--- src/rtl/bps_pkg.sv ---
// ----------------------------------------------------------------------------
// bps_pkg
// Shared constants, types and the banned pattern table for the byte scanner.
// ----------------------------------------------------------------------------
package bps_pkg;

  // Number of earlier bytes held in the history window.
  localparam int HIST_DEPTH = 22;
  // Number of banned patterns.
  localparam int PAT_COUNT  = 12;
  // Longest pattern, in bytes: the window plus the current byte.
  localparam int PAT_MAX    = HIST_DEPTH + 1;
  localparam int PAT_BITS   = PAT_MAX * 8;

  // Width of the result index (0 for clean, 1 to PAT_COUNT otherwise).
  localparam int IDX_W = 4;

  typedef logic [7:0]                  bps_byte_t;
  typedef logic [HIST_DEPTH-1:0][7:0]  bps_win_t;
  typedef logic [PAT_COUNT-1:0]        bps_mask_t;
  typedef logic [IDX_W-1:0]            bps_idx_t;

  // Control handed to every cell of the history chain.
  typedef struct packed {
    logic shift;
    logic clear;
  } bps_cell_ctl_t;

  // Pattern text, right-aligned: the last character sits in bits [7:0],
  // the character k places before it in bits [8k+7:8k].
  localparam logic [PAT_BITS-1:0] PAT_TEXT [PAT_COUNT] = '{
    PAT_BITS'("system("),
    PAT_BITS'("execl("),
    PAT_BITS'("execle("),
    PAT_BITS'("execlp("),
    PAT_BITS'("execv("),
    PAT_BITS'("execve("),
    PAT_BITS'("execvp("),
    PAT_BITS'("fork("),
    PAT_BITS'("popen("),
    PAT_BITS'("__asm__"),
    PAT_BITS'("asm("),
    PAT_BITS'("#include <sys/ptrace.h>")
  };

  // Pattern lengths in bytes, in list order.
  localparam int PAT_LEN [PAT_COUNT] = '{7, 6, 7, 7, 6, 7, 7, 5, 6, 7, 4, 23};

endpackage

--- src/rtl/bps_cell.sv ---
// ----------------------------------------------------------------------------
// bps_cell
// One stage of the history chain: holds one byte and passes it on.
// ----------------------------------------------------------------------------
module bps_cell (
  input  logic                   clk,
  input  logic                   rst_n,
  input  bps_pkg::bps_cell_ctl_t ctl,
  input  bps_pkg::bps_byte_t     byte_in,
  output bps_pkg::bps_byte_t     byte_out
);

  import bps_pkg::*;

  bps_byte_t byte_r;
  bps_byte_t byte_nxt;

  // Clearing wins over shifting, so a final byte leaves an empty window.
  always_comb begin
    byte_nxt = byte_r;
    if (ctl.clear) begin
      byte_nxt = '0;
    end else if (ctl.shift) begin
      byte_nxt = byte_in;
    end
  end

  always_ff @(posedge clk) begin
    if (!rst_n) begin
      byte_r <= '0;
    end else begin
      byte_r <= byte_nxt;
    end
  end

  assign byte_out = byte_r;

endmodule

--- src/rtl/bps_match.sv ---
// ----------------------------------------------------------------------------
// bps_match
// Parallel compare of all banned patterns ending at the current byte.
// ----------------------------------------------------------------------------
module bps_match (
  input  bps_pkg::bps_byte_t cur_byte,
  input  bps_pkg::bps_win_t  win,
  output bps_pkg::bps_mask_t hit
);

  import bps_pkg::*;

  // Each pattern checks its last character against the current byte and
  // the earlier characters against the window, newest entry first.
  always_comb begin
    logic ok;
    for (int p = 0; p < PAT_COUNT; p++) begin
      ok = (cur_byte == PAT_TEXT[p][7:0]);
      for (int k = 1; k < PAT_MAX; k++) begin
        if (k < PAT_LEN[p]) begin
          ok = ok && (win[k-1] == PAT_TEXT[p][k*8 +: 8]);
        end
      end
      hit[p] = ok;
    end
  end

endmodule

--- src/rtl/banned_pattern_byte_scanner.sv ---
// ----------------------------------------------------------------------------
// banned_pattern_byte_scanner
// Streams a text one byte per transfer and flags banned call patterns.
// ----------------------------------------------------------------------------
// Input channel: in_text_byte with in_is_final marking the last byte of a
// text; a transfer happens when in_valid is high and in_stall is low.
// A zero byte ends the text: it and all later bytes up to the final one
// are not scanned.
// Result channel: one transfer per text, carrying out_match_index (lowest
// numbered banned pattern seen, 0 when clean) and out_is_safe.
// Throughput is one byte per cycle while in_stall is low. The history
// window is a chain of 22 byte cells shifted on each scanned byte, and
// all twelve pattern compares run in parallel on it, so the whole scan
// of a byte is combinational. The result is presented on the cycle after
// the final byte's transfer, from an output register.
// When the receiver stalls, non-final bytes keep flowing; only a final
// byte is held back while an earlier result still waits in the register.
// Reset (rst_n low, synchronous) empties the window, clears the found mask
// and terminator flag and drops out_valid.
// ----------------------------------------------------------------------------
module banned_pattern_byte_scanner (
  input  logic                clk,
  input  logic                rst_n,
  input  logic                in_valid,
  output logic                in_stall,
  input  bps_pkg::bps_byte_t  in_text_byte,
  input  logic                in_is_final,
  output logic                out_valid,
  input  logic                out_stall,
  output bps_pkg::bps_idx_t   out_match_index,
  output logic                out_is_safe
);

  import bps_pkg::*;

  logic          in_xfer;
  logic          scan_en;
  bps_cell_ctl_t cell_ctl;
  bps_win_t      win;
  bps_mask_t     hit;
  bps_mask_t     found_r;
  bps_mask_t     found_nxt;
  logic          term_r;
  logic          term_nxt;
  bps_idx_t      first_idx;
  logic          out_valid_r;
  logic          out_valid_nxt;
  bps_idx_t      out_idx_r;
  logic          out_safe_r;

  // A final byte waits only while an untaken result sits in the register.
  assign in_stall = out_valid_r && out_stall && in_is_final;
  assign in_xfer  = in_valid && !in_stall;
  assign scan_en  = in_xfer && !term_r && (in_text_byte != '0);

  assign cell_ctl.shift = scan_en;
  assign cell_ctl.clear = in_xfer && in_is_final;

  // History chain: cell 0 takes the new byte, each later cell its neighbor.
  for (genvar i = 0; i < HIST_DEPTH; i++) begin : g_cell
    bps_byte_t cell_in;
    if (i == 0) begin : g_head
      assign cell_in = in_text_byte;
    end else begin : g_body
      assign cell_in = win[i-1];
    end
    bps_cell u_cell (
      .clk      (clk),
      .rst_n    (rst_n),
      .ctl      (cell_ctl),
      .byte_in  (cell_in),
      .byte_out (win[i])
    );
  end

  bps_match u_match (
    .cur_byte (in_text_byte),
    .win      (win),
    .hit      (hit)
  );

  // Sticky found mask and terminator flag, including the current byte.
  always_comb begin
    found_nxt = found_r | (scan_en ? hit : '0);
    term_nxt  = term_r;
    if (in_xfer && (in_text_byte == '0)) begin
      term_nxt = 1'b1;
    end
  end

  // Lowest-numbered pattern in the mask, 1-based.
  always_comb begin
    first_idx = '0;
    for (int i = PAT_COUNT - 1; i >= 0; i--) begin
      if (found_nxt[i]) begin
        first_idx = IDX_W'(i + 1);
      end
    end
  end

  always_ff @(posedge clk) begin
    if (!rst_n) begin
      found_r <= '0;
      term_r  <= 1'b0;
    end else if (in_xfer && in_is_final) begin
      found_r <= '0;
      term_r  <= 1'b0;
    end else begin
      found_r <= found_nxt;
      term_r  <= term_nxt;
    end
  end

  // Output register: loads on a final transfer, empties when taken.
  always_comb begin
    out_valid_nxt = out_valid_r;
    if (out_valid_r && !out_stall) begin
      out_valid_nxt = 1'b0;
    end
    if (in_xfer && in_is_final) begin
      out_valid_nxt = 1'b1;
    end
  end

  always_ff @(posedge clk) begin
    if (!rst_n) begin
      out_valid_r <= 1'b0;
    end else begin
      out_valid_r <= out_valid_nxt;
    end
  end

  always_ff @(posedge clk) begin
    if (in_xfer && in_is_final) begin
      out_idx_r  <= first_idx;
      out_safe_r <= (found_nxt == '0);
    end
  end

  assign out_valid       = out_valid_r;
  assign out_match_index = out_idx_r;
  assign out_is_safe     = out_safe_r;

endmodule

--- config.mk ---
export PLATFORM = sky130hd
export DESIGN_NAME = banned_pattern_byte_scanner
export DESIGN_NICKNAME = d
export VERILOG_FILES = /design/src/rtl/bps_pkg.sv /design/src/rtl/bps_cell.sv /design/src/rtl/bps_match.sv /design/src/rtl/banned_pattern_byte_scanner.sv
export SDC_FILE = /design/constraint.sdc
export NUM_CORES = 1
export LEC_CHECK = 0
export BUFFER_PORTS_ARGS = -buffer_cell sky130_fd_sc_hd__buf_2
export CAP_MARGIN = 20
export CORE_ASPECT_RATIO = 2
export CORE_MARGIN = 2
export CORE_UTILIZATION = 40
export DETAILED_ROUTE_END_ITERATION = 8
export PLACE_DENSITY = 0.67
export SLEW_MARGIN = 20
export SYNTH_ARGS = -nofsm -noshare
export SYNTH_HDL_FRONTEND = slang
export SYNTH_SLANG_ARGS = --single-unit
--- constraint.sdc ---
create_clock -name clk -period 3 [get_ports clk]
set_input_delay 0.15 -clock clk [delete_from_list [all_inputs] [get_ports clk]]
set_output_delay 0.15 -clock clk [all_outputs]
set_load 0.02 [all_outputs]
==> results.toml, run 1 <==
[power]
power.clock.fraction_pct = 43.3
combPwrFrac_pct = 4.6
sw_frac_of_total_pct = 24.7
power_per_cell_area_nw_per_um2 = 568
vdd_drop_max_mv = 0.388
p_int_mw = 3.79
p_seq_share_pct = 52.1
switchingPower_mw = 1.25
p_leak_nw = 2.76

[yosys]
avgSynthCellArea_um2 = 7.80
synth_xor_area_share_pct = 0
syn_area_um2 = 7800
synth_top_family_by_area = "simple AND/OR/NAND/NOR gates"
ys_ff_latch = 195
yosys.area.top_type = "dfxtp_1"
synth_sequential_area_ratio_pct = 50.7
synth-simple-area-share_pct = 33.0
yosysWarnings = 0
synthMuxAreaShare_pct = 0
synth_nets = 1013
ys_types = 48
synth_edf_count = 5
async_flop_share_pct = 0
synth_top_area_share_pct = 48.7
netlist_top_cells_area = "dfxtp_1 49%, nand2_1 18%, a21oi_1 11%"
yosys.area_share.adder_pct = 0
synth_compound_area_share_pct = 13.1
synthCells = 1000
ys.flop_type = "dfxtp_1"

[placed_design]
numPortBuffers = 19
placed_area_um2 = 8210
post-dp-hpwl_um = 15100
placed_cells = 1233
gp_congestion = 0.935

[cells_and_area]
instances_no_fill = 1274
final_common_cell = "nand2_1"
fin_nets = 1015
post-route-cell-area_um2 = 8870
final_cell_mix = "371 x nand2_1, 190 x dfxtp_1, 179 x a21oi_1"
regArea_um2 = 3950
n_antenna_cell = 0
fill_cells = 1950
area_growth_pct = 13.6
multi_input_area_um2 = 3610
layout-drive-gt1-share_pct = 8.37

[sta]
worst_pin_slew_ns = 0.629
skew_ns = 0.0111
finalCritPeriodShare_pct = 91.0
maxSlewViolCount = 0
rsz0062_at_grt = "no"
max_slew_margin_pct = 57.5
hold_viol = 0
fin_crit_ns = 2.73
tns_ns = 0
setup_viol = 0
fmaxAchievable_mhz = 366
fin_hold_ws_ns = 0.0228

[worst_setup_path]
slowest_delay_ns = 0.58
startpoint_type = "input pin"
startpoint = "in_text_byte[7]"
cp.required_ns = 3.19
cp-end-kind = "flop"
crit_path_frequent_cell = "nor4b_1"
cp_slowest_cell = "nor4b_1"
crit_path_end = "out_is_safe$_DFFE_PP_"
r2r-start = "g_cell[2].u_cell.byte_out[4]$_SDFFE_PP0P_"
crit_chain = "dlygate4sd3_1 > buf_2 > nor4b_1 > nand2_1 > nor4b_1 > a31oi_1 > nand3_1 > nor3_1 > and2_1"
worstRegToRegCells = 9
crit_arrival_ns = 2.92
ff2ff_setup_slack_ns = 0.49
r2r_end = "out_match_index[0]$_SDFFCE_PP1P_"
path_class = "in -> reg"
cp_max_fo = 5

[floorplanning]
die_w_um = 103
die_h_um = 202
core_area_um2 = 19300
io_pins = 20
rows = 72
die_area_um2 = 20700
start_util_pct = 40.5

[cts]
cts_tree = "built"
clk_pin_slew_ns = 0.07
cts_made_buffers = 17
clockBufferDepth = 2
cts_resized = 0
clock_latency_ns = 0.44
root_buffer = "clkbuf_16"
cts.sinks = 195
cts_setup_buffers = 0
htree_levels = 4

[routing]
detail_route.wirelength_um = 21500
vias = 6816
drc_errors = 0
firstDrtPassIters = 4
viasPerCell = 5.35
drt_iter0_drc = 477
wl_per_cell_um = 16.9
ant_nets = 0

[global_route]
grt_pass1_wl_um = 34200
grt_start_max_net_pins = 123
antenna_found_initial = 0
grt_pass1_vias = 6520
grt_overflow = 0
grt_use_total_pct = 21.6

[min_path]
hold_path.class = "in -> reg"

[flow_run]
drv_cap = 0

[outcome]
status = "finished clean"
[worst min path at each step]
stage                     from                                   endpoint  slack, ns  cells past startpoint
2_1_floorplan            rst_n                     out_valid$_SDFFE_PN0P_       0.28                      1
3_3_place_gp             rst_n                     out_valid$_SDFFE_PN0P_       0.42                      2
3_5_place_dp             rst_n                     out_valid$_SDFFE_PN0P_       0.43                      2
4_1_cts               in_valid                        term_r$_SDFFE_PP0P_       0.01                      3
5_1_grt        in_text_byte[5]  g_cell[0].u_cell.byte_out[5]$_SDFFE_PP0P_       0.04                      3
6_report              in_valid                        term_r$_SDFFE_PP0P_       0.02                      3
[cells in the mapped netlist (3+ instances only)]
| cell type | number |
|---|---|
| nor4bb_1 | 8 |
| nand2b_1 | 4 |
| edfxtp_1 | 5 |
| nor3_1 | 13 |
| nor2_1 | 29 |
| nand3b_1 | 4 |
| nor4b_1 | 13 |
| nand4b_1 | 8 |
| nand2_1 | 371 |
| nor3b_1 | 5 |
| nor4_1 | 12 |
| and3_1 | 4 |
| nand4_1 | 19 |
| and3b_1 | 4 |
| dfxtp_1 | 190 |
| inv_1 | 3 |
| and4b_1 | 4 |
| a21oi_1 | 179 |
| nor4_2 | 3 |
| a31oi_1 | 9 |
| clkbuf_1 | 64 |
| nand3_1 | 11 |
| and4_1 | 4 |
| nor2b_1 | 7 |
[sequential cells by signal, indices dropped and copies added (netlist names)]
name / flops
found_r: 12
g_cell.u_cell.byte_out: 176
out_is_safe: 1
out_match_index: 4
out_valid: 1
term_r: 1
[cells by family (layout without fill, tap and decap cells)]
family | Yosys count | in the layout
simple gates | 542 | 542
compound gates | 195 | 195
flops | 195 | 195
buf+inv | 68 | 83
[metal layers]
metal / vias to the layer above / track usage, % / share of wire [%]
li1: 3407 / - / -
met1: 3205 / 21.4 / 35
met2: 144 / 40.1 / 56
met3: 60 / 2.61 / 2.0
met4: 0 / 14.5 / 6.4
met5: - / 0 / 0
[what timing repair did]
item                                    in CTS  in global routing
endpoints found under the hold margin        8                  0
hold buffers                                 9                  0
endpoints found under the setup margin       0                  0
[cell type report]
| class | count | area share, % |
|---|---|---|
| clock buffers | 19 | 5.11 |
| clock inverters | 13 | 1.30 |
| inverters | 3 | 0.127 |
| multi-input cells | 737 | 40.7 |
| flip-flops and latches | 195 | 44.6 |
| well taps | 259 | 3.65 |
| repair buffers | 48 | 4.49 |
[power by group through the flow]
stage	clock network [mW]	logic, mW	registers (mW)
floorplan	0	0.149	2.68
global placement	0	0.221	2.68
detailed placement	0	0.222	2.68
CTS	2.22	0.230	2.62
global route	2.32	0.251	2.63
finish	2.19	0.232	2.62
[critical path, delay by kind of cell]
family | cells | cell delay, ns
AOI/OAI and AO/OA | 1 | 0.29
buffers and inverters | 2 | 0.70
and+or+nand+nor | 6 | 1.78
[per-stage QoR]
stage          setup slack, ns  total power [mW]  utilization (%)
6_report                 0.270              5.04             46.0
3_3_place_gp             0.494              2.91             42.6
2_1_floorplan            0.783              2.83                -
5_1_grt                  0.210              5.19             46.0
4_1_cts                  0.375              5.07             46.0
3_5_place_dp             0.482              2.91             42.6
Note: power is estimated with default switching activity, not from simulation.
==> run 2: changes to the inputs <==
--- a/config.mk
+++ b/config.mk
@@ -9,9 +9,9 @@
 export CAP_MARGIN = 20
 export CORE_ASPECT_RATIO = 2
 export CORE_MARGIN = 2
-export CORE_UTILIZATION = 40
+export CORE_UTILIZATION = 62
 export DETAILED_ROUTE_END_ITERATION = 8
-export PLACE_DENSITY = 0.67
+export PLACE_DENSITY = 0.91
 export SLEW_MARGIN = 20
 export SYNTH_ARGS = -nofsm -noshare
 export SYNTH_HDL_FRONTEND = slang
==> results.toml, run 2 (synthesized netlist as in run 1, its figures left out) <==
[routing]
wl_per_cell_um = 17.1
ant_nets = 0
drc_errors = 0
viasPerCell = 6.05
detail_route.wirelength_um = 19700
vias = 6949
drt_iter0_drc = 693
firstDrtPassIters = 5

[cells_and_area]
final_core_util_pct = 69.6
n_antenna_cell = 0
final_cell_mix = "371 x nand2_1, 190 x dfxtp_1, 179 x a21oi_1"
largest_reg_flops = 176
layout-drive-gt1-share_pct = 7.51
final_common_cell = "nand2_1"
area_growth_pct = 10.6
fill_cells = 940
fin_nets = 999

[sta]
worst_pin_slew_ns = 0.695
fmaxAchievable_mhz = 381
rsz0062_at_grt = "no"
max_slew_margin_pct = 53.0
finalCritPeriodShare_pct = 87.6
skew_ns = 0.0107
hold_viol = 0
setup_viol = 0
tns_ns = 0
maxSlewViolCount = 0
fin_crit_ns = 2.63

[power]
power_per_cell_area_nw_per_um2 = 594
vdd_drop_max_mv = 0.489
p_leak_nw = 2.71
p_total_mw = 5.13

[cts]
root_buffer = "clkbuf_16"
cts_tree = "built"
clock_latency_ns = 0.43
cts_setup_buffers = 0
cts_made_buffers = 17
cts.sinks = 195
cts_resized = 0
clk_pin_slew_ns = 0.07
clockBufferDepth = 2
htree_levels = 4

[worst_setup_path]
r2r-start = "g_cell[3].u_cell.byte_out[6]$_SDFFE_PP0P_"
slowest_delay_ns = 0.55
crit_arrival_ns = 2.80
r2r_end = "out_match_index[0]$_SDFFCE_PP1P_"
cp_slowest_cell = "nor4bb_1"
crit_chain = "nor4bb_1 > nand2_1 > nor4_2 > a31oi_1 > nand2b_1 > a21boi_1 > a21oi_1"
cp-end-kind = "flop"
startpoint_type = "flop"
path_class = "reg -> reg"
worstRegToRegCells = 7
cp_max_fo = 4
ff2ff_setup_slack_ns = 0.37
cp.required_ns = 3.18

[global_route]
grt_overflow = 0
grtUsageMet1_pct = 37.3
grt_use_total_pct = 29.3
use_met2_pct = 48.1
grt_pass1_vias = 6430
grt_use_met3_pct = 4.56
grt_start_max_net_pins = 157
grt.busiest_layer = "met2"
grt_pass1_wl_um = 32000
antenna_found_initial = 0

[floorplanning]
rows = 58
core_area_um2 = 12400
io_pins = 20
start_util_pct = 62.9
die_w_um = 83.3
die_area_um2 = 13600
die_h_um = 163

[placed_design]
post-dp-hpwl_um = 12900
gp_congestion = 0.971
numPortBuffers = 19

[min_path]
hp-start = "in_text_byte[0]"
holdPathEnd = "g_cell[0].u_cell.byte_out[0]$_SDFFE_PP0P_"
hold_path.class = "in -> reg"
min_path_cells = 3

[outcome]
status = "finished clean"

[flow_run]
drv_cap = 0
-- run 2: changes by cell type in the layout (fill, tap and decap cells not counted) --
cell,delta
buf_4,-10
dlygate4sd3_1,-6
clkinvlp_4,-4
clkinv_8,+2
inv_6,-2
inv_8,+2
bufinv_16,+1
clkbuf_8,-1
clkinv_2,+1
inv_4,+1
-- run 2: where the power goes --
| part | switching, mW | internal, mW |
|---|---|---|
| sequential | 0.0185 | 2.61 |
| clock | 1.07 | 1.21 |
| combinational | 0.171 | 0.0491 |
| total | 1.26 | 3.87 |
-- run 2: timing repair --
action                                  in CTS  in global routing
endpoints found under the setup margin       0                  0
hold buffers                                 3                  0
endpoints found under the hold margin        3                  0
-- run 2: per-stage QoR --
step	cells	cell area, um^2	worst slack (ns)	hold WS [ns]
after global placement	1114	8000	0.501	0.419
after floorplan	1000	7800	0.783	0.278
after detailed placement	1114	8000	0.498	0.435
after CTS	1149	8630	0.391	0.00469
final	1149	8630	0.373	0.00758
after global routing	1149	8630	0.187	0.0186
-- run 2: final cells by class --
class	count	area, um^2	share of cell area (%)
Tap cell	150	188	2.17
Timing Repair Buffer	32	263	3.04
Multi-Input combinational cell	737	3610	41.9
Sequential cell	195	3950	45.8
Clock buffer	18	439	5.09
Clock inverter	14	164	1.90
Inverter	3	11.3	0.130
-- run 2: routing by layer --
layer / share of wire [%] / wire (um) / vias up
met5: 0 / 0 / -
met4: 4.2 / 834 / 0
met3: 5.0 / 987 / 61
met2: 50 / 9750 / 250
met1: 41 / 8090 / 3260
li1: - / - / 3378
-- run 2: worst max-delay path by stage --
| stage | start | to | slack (ns) | cells after the start |
|---|---|---|---|---|
| final | g_cell[3].u_cell.byte_out[6]$_SDFFE_PP0P_ | out_match_index[0]$_SDFFCE_PP1P_ | 0.37 | 7 |
| after global routing | g_cell[3].u_cell.byte_out[6]$_SDFFE_PP0P_ | out_match_index[0]$_SDFFCE_PP1P_ | 0.19 | 7 |
| after CTS | g_cell[17].u_cell.byte_out[1]$_SDFFE_PP0P_ | out_is_safe$_DFFE_PP_ | 0.39 | 7 |
| after detailed placement | g_cell[3].u_cell.byte_out[0]$_SDFFE_PP0P_ | out_is_safe$_DFFE_PP_ | 0.50 | 7 |
| after global placement | g_cell[3].u_cell.byte_out[1]$_SDFFE_PP0P_ | out_is_safe$_DFFE_PP_ | 0.50 | 7 |
| after floorplan | g_cell[16].u_cell.byte_out[2]$_SDFFE_PP0P_ | out_is_safe$_DFFE_PP_ | 0.78 | 7 |
-- run 2: critical path: cells and delay by family, from the launching register on --
family / cells / cell delay (ns)
AND/OR/NAND/NOR: 4 / 1.50
AO/OA/AOI/OAI: 3 / 0.49
flip-flops: 1 / 0.37
==> run 3: changes to the inputs <==
--- a/config.mk
+++ b/config.mk
@@ -9,9 +9,10 @@
 export CAP_MARGIN = 20
 export CORE_ASPECT_RATIO = 2
 export CORE_MARGIN = 2
-export CORE_UTILIZATION = 62
+export CORE_UTILIZATION = 56
 export DETAILED_ROUTE_END_ITERATION = 8
-export PLACE_DENSITY = 0.91
+export PLACE_DENSITY = 0.88
+export SKIP_CTS_REPAIR_TIMING = 1
 export SLEW_MARGIN = 20
 export SYNTH_ARGS = -nofsm -noshare
 export SYNTH_HDL_FRONTEND = slang
==> constraint.sdc (replaced) <==
create_clock -name clk -period 2.2 [get_ports clk]
set_input_delay 0.11 -clock clk [delete_from_list [all_inputs] [get_ports clk]]
set_output_delay 0.11 -clock clk [all_outputs]
set_load 0.02 [all_outputs]
==> results.toml, run 3 (synthesized netlist as in run 1, its figures left out) <==
[outcome]
status = "finished, violations left"
violations = "hold timing, setup timing"

[cells_and_area]
instances_no_fill = 1246
layout-drive-gt1-share_pct = 17.4
n_antenna_cell = 0
final_cell_mix = "370 x nand2_1, 182 x dfxtp_1, 178 x a21oi_1"
area_growth_pct = 22.1
final_common_cell = "nand2_1"
fin_nets = 1090
largest_reg_flops = 176

[cts]
clock_latency_ns = 0.44
cts_tree = "built"
cts_made_buffers = 17
clk_pin_slew_ns = 0.07
clockBufferDepth = 2
cts.sinks = 195
root_buffer = "clkbuf_16"
htree_levels = 4

[global_route]
grt_pass1_vias = 7060
grt_use_total_pct = 28.8
grt_start_max_net_pins = 148
antenna_found_initial = 0
grt_overflow = 0
grt_pass1_wl_um = 34200

[min_path]
hold_path.class = "in -> reg"

[power]
p_total_mw = 6.99
p_leak_nw = 3.29
vdd_drop_max_mv = 0.606
power_per_cell_area_nw_per_um2 = 734

[sta]
worst_pin_slew_ns = 0.613
maxSlewViolCount = 0
tns_ns = -0.880
rsz0062_at_grt = "yes"
max_slew_margin_pct = 59.1
fin_hold_ws_ns = -0.0195
worst_slack_ns = -0.248
finalCritPeriodShare_pct = 111
skew_ns = 0.00698
setup_viol = 6
fin_crit_ns = 2.45
fmaxAchievable_mhz = 409
hold_viol = 1

[placed_design]
gp_congestion = 0.950
post-dp-hpwl_um = 14100
numPortBuffers = 19
placed_cells = 1205

[worst_setup_path]
cp_max_fo = 4
crit_arrival_ns = 2.74
startpoint_type = "flop"
cp_slowest_cell = "o41ai_4"
slowest_delay_ns = 0.45
cp-end-kind = "flop"
cp.required_ns = 2.49
path_class = "reg -> reg"
crit_path_frequent_cell = "buf_4"
crit_chain = "nor4b_2 > buf_4 > nand4_2 > nor4_2 > nand4_1 > o41ai_4 > buf_4 > nand2b_4 > a21oi_2"

[floorplanning]
rows = 61
die_w_um = 87.5
core_area_um2 = 13700
io_pins = 20
die_h_um = 171
start_util_pct = 56.8
die_area_um2 = 15000

[routing]
drt_iter0_drc = 988
vias = 7690
viasPerCell = 6.17
drc_errors = 0
ant_nets = 0
detail_route.wirelength_um = 22100
wl_per_cell_um = 17.7
firstDrtPassIters = 5

[flow_run]
drv_cap = 0
## run 3: cell count changes in the layout (fill, tap and decap cells not counted), moves of 4 or more
cell / change
buf_4: +83
a31oi_1: -4
inv_6: +4
a31oi_2: +4
nor4bb_1: -4
dfxtp_2: +8
dfxtp_1: -8
dlygate4sd3_1: +4
## run 3: metrics by stage
step                util [%]  setup slack, ns  hold WS [ns]  area (um^2)
floorplan                  -           0.0295         0.238         7800
global placement        63.2           -0.149         0.375         8680
detailed placement      63.2           -0.230         0.390         8680
CTS                     67.4           -0.277       -0.0569         9260
global route            69.4           -0.241      0.000260         9530
finish                  69.4           -0.248       -0.0195         9530
## run 3: worst paths after layout
kind	slack (ns)	cells after the start	from	to
hold / removal	-0.02	3	in_text_byte[3]	g_cell[0].u_cell.byte_out[3]$_SDFFE_PP0P_
setup / recovery	-0.25	9	g_cell[1].u_cell.byte_out[5]$_SDFFE_PP0P_	out_match_index[2]$_SDFFCE_PP0P_
setup reg to reg	-0.25	9	g_cell[1].u_cell.byte_out[5]$_SDFFE_PP0P_	out_match_index[2]$_SDFFCE_PP0P_
hold reg to reg	0.45	2	g_cell[21].u_cell.byte_out[4]$_SDFFE_PP0P_	g_cell[21].u_cell.byte_out[4]$_SDFFE_PP0P_
## run 3: per-layer routing
layer / track usage (%) / vias to the layer above / share of wire, %
met5: 0 / - / 0
met3: 5.50 / 88 / 7.6
li1: - / 3556 / -
met4: 13.3 / 0 / 4.1
met1: 36.4 / 3641 / 38
met2: 47.0 / 405 / 50
## run 3: layout make-up
cell class	instances	area, um^2
clock buffers	18	439
clock inverters	13	140
fillers	967	4210
inverters	3	11.3
multi-input cells	737	3780
flip-flops and latches	195	3960
well taps	157	196
repair buffers	123	997
## run 3: report_power, final
part	internal, mW	total [mW]	switching [mW]
Sequential	3.56	3.57	0.0162
Combinational	0.0987	0.356	0.258
Clock	1.63	3.06	1.43
Total	5.28	6.99	1.71
## run 3: critical path: cells and delay by family, from the launching register on
kind | cells | cell delay, ns
buf+inv | 2 | 0.38
simple gates | 5 | 0.91
flops | 1 | 0.44
compound gates | 2 | 0.59
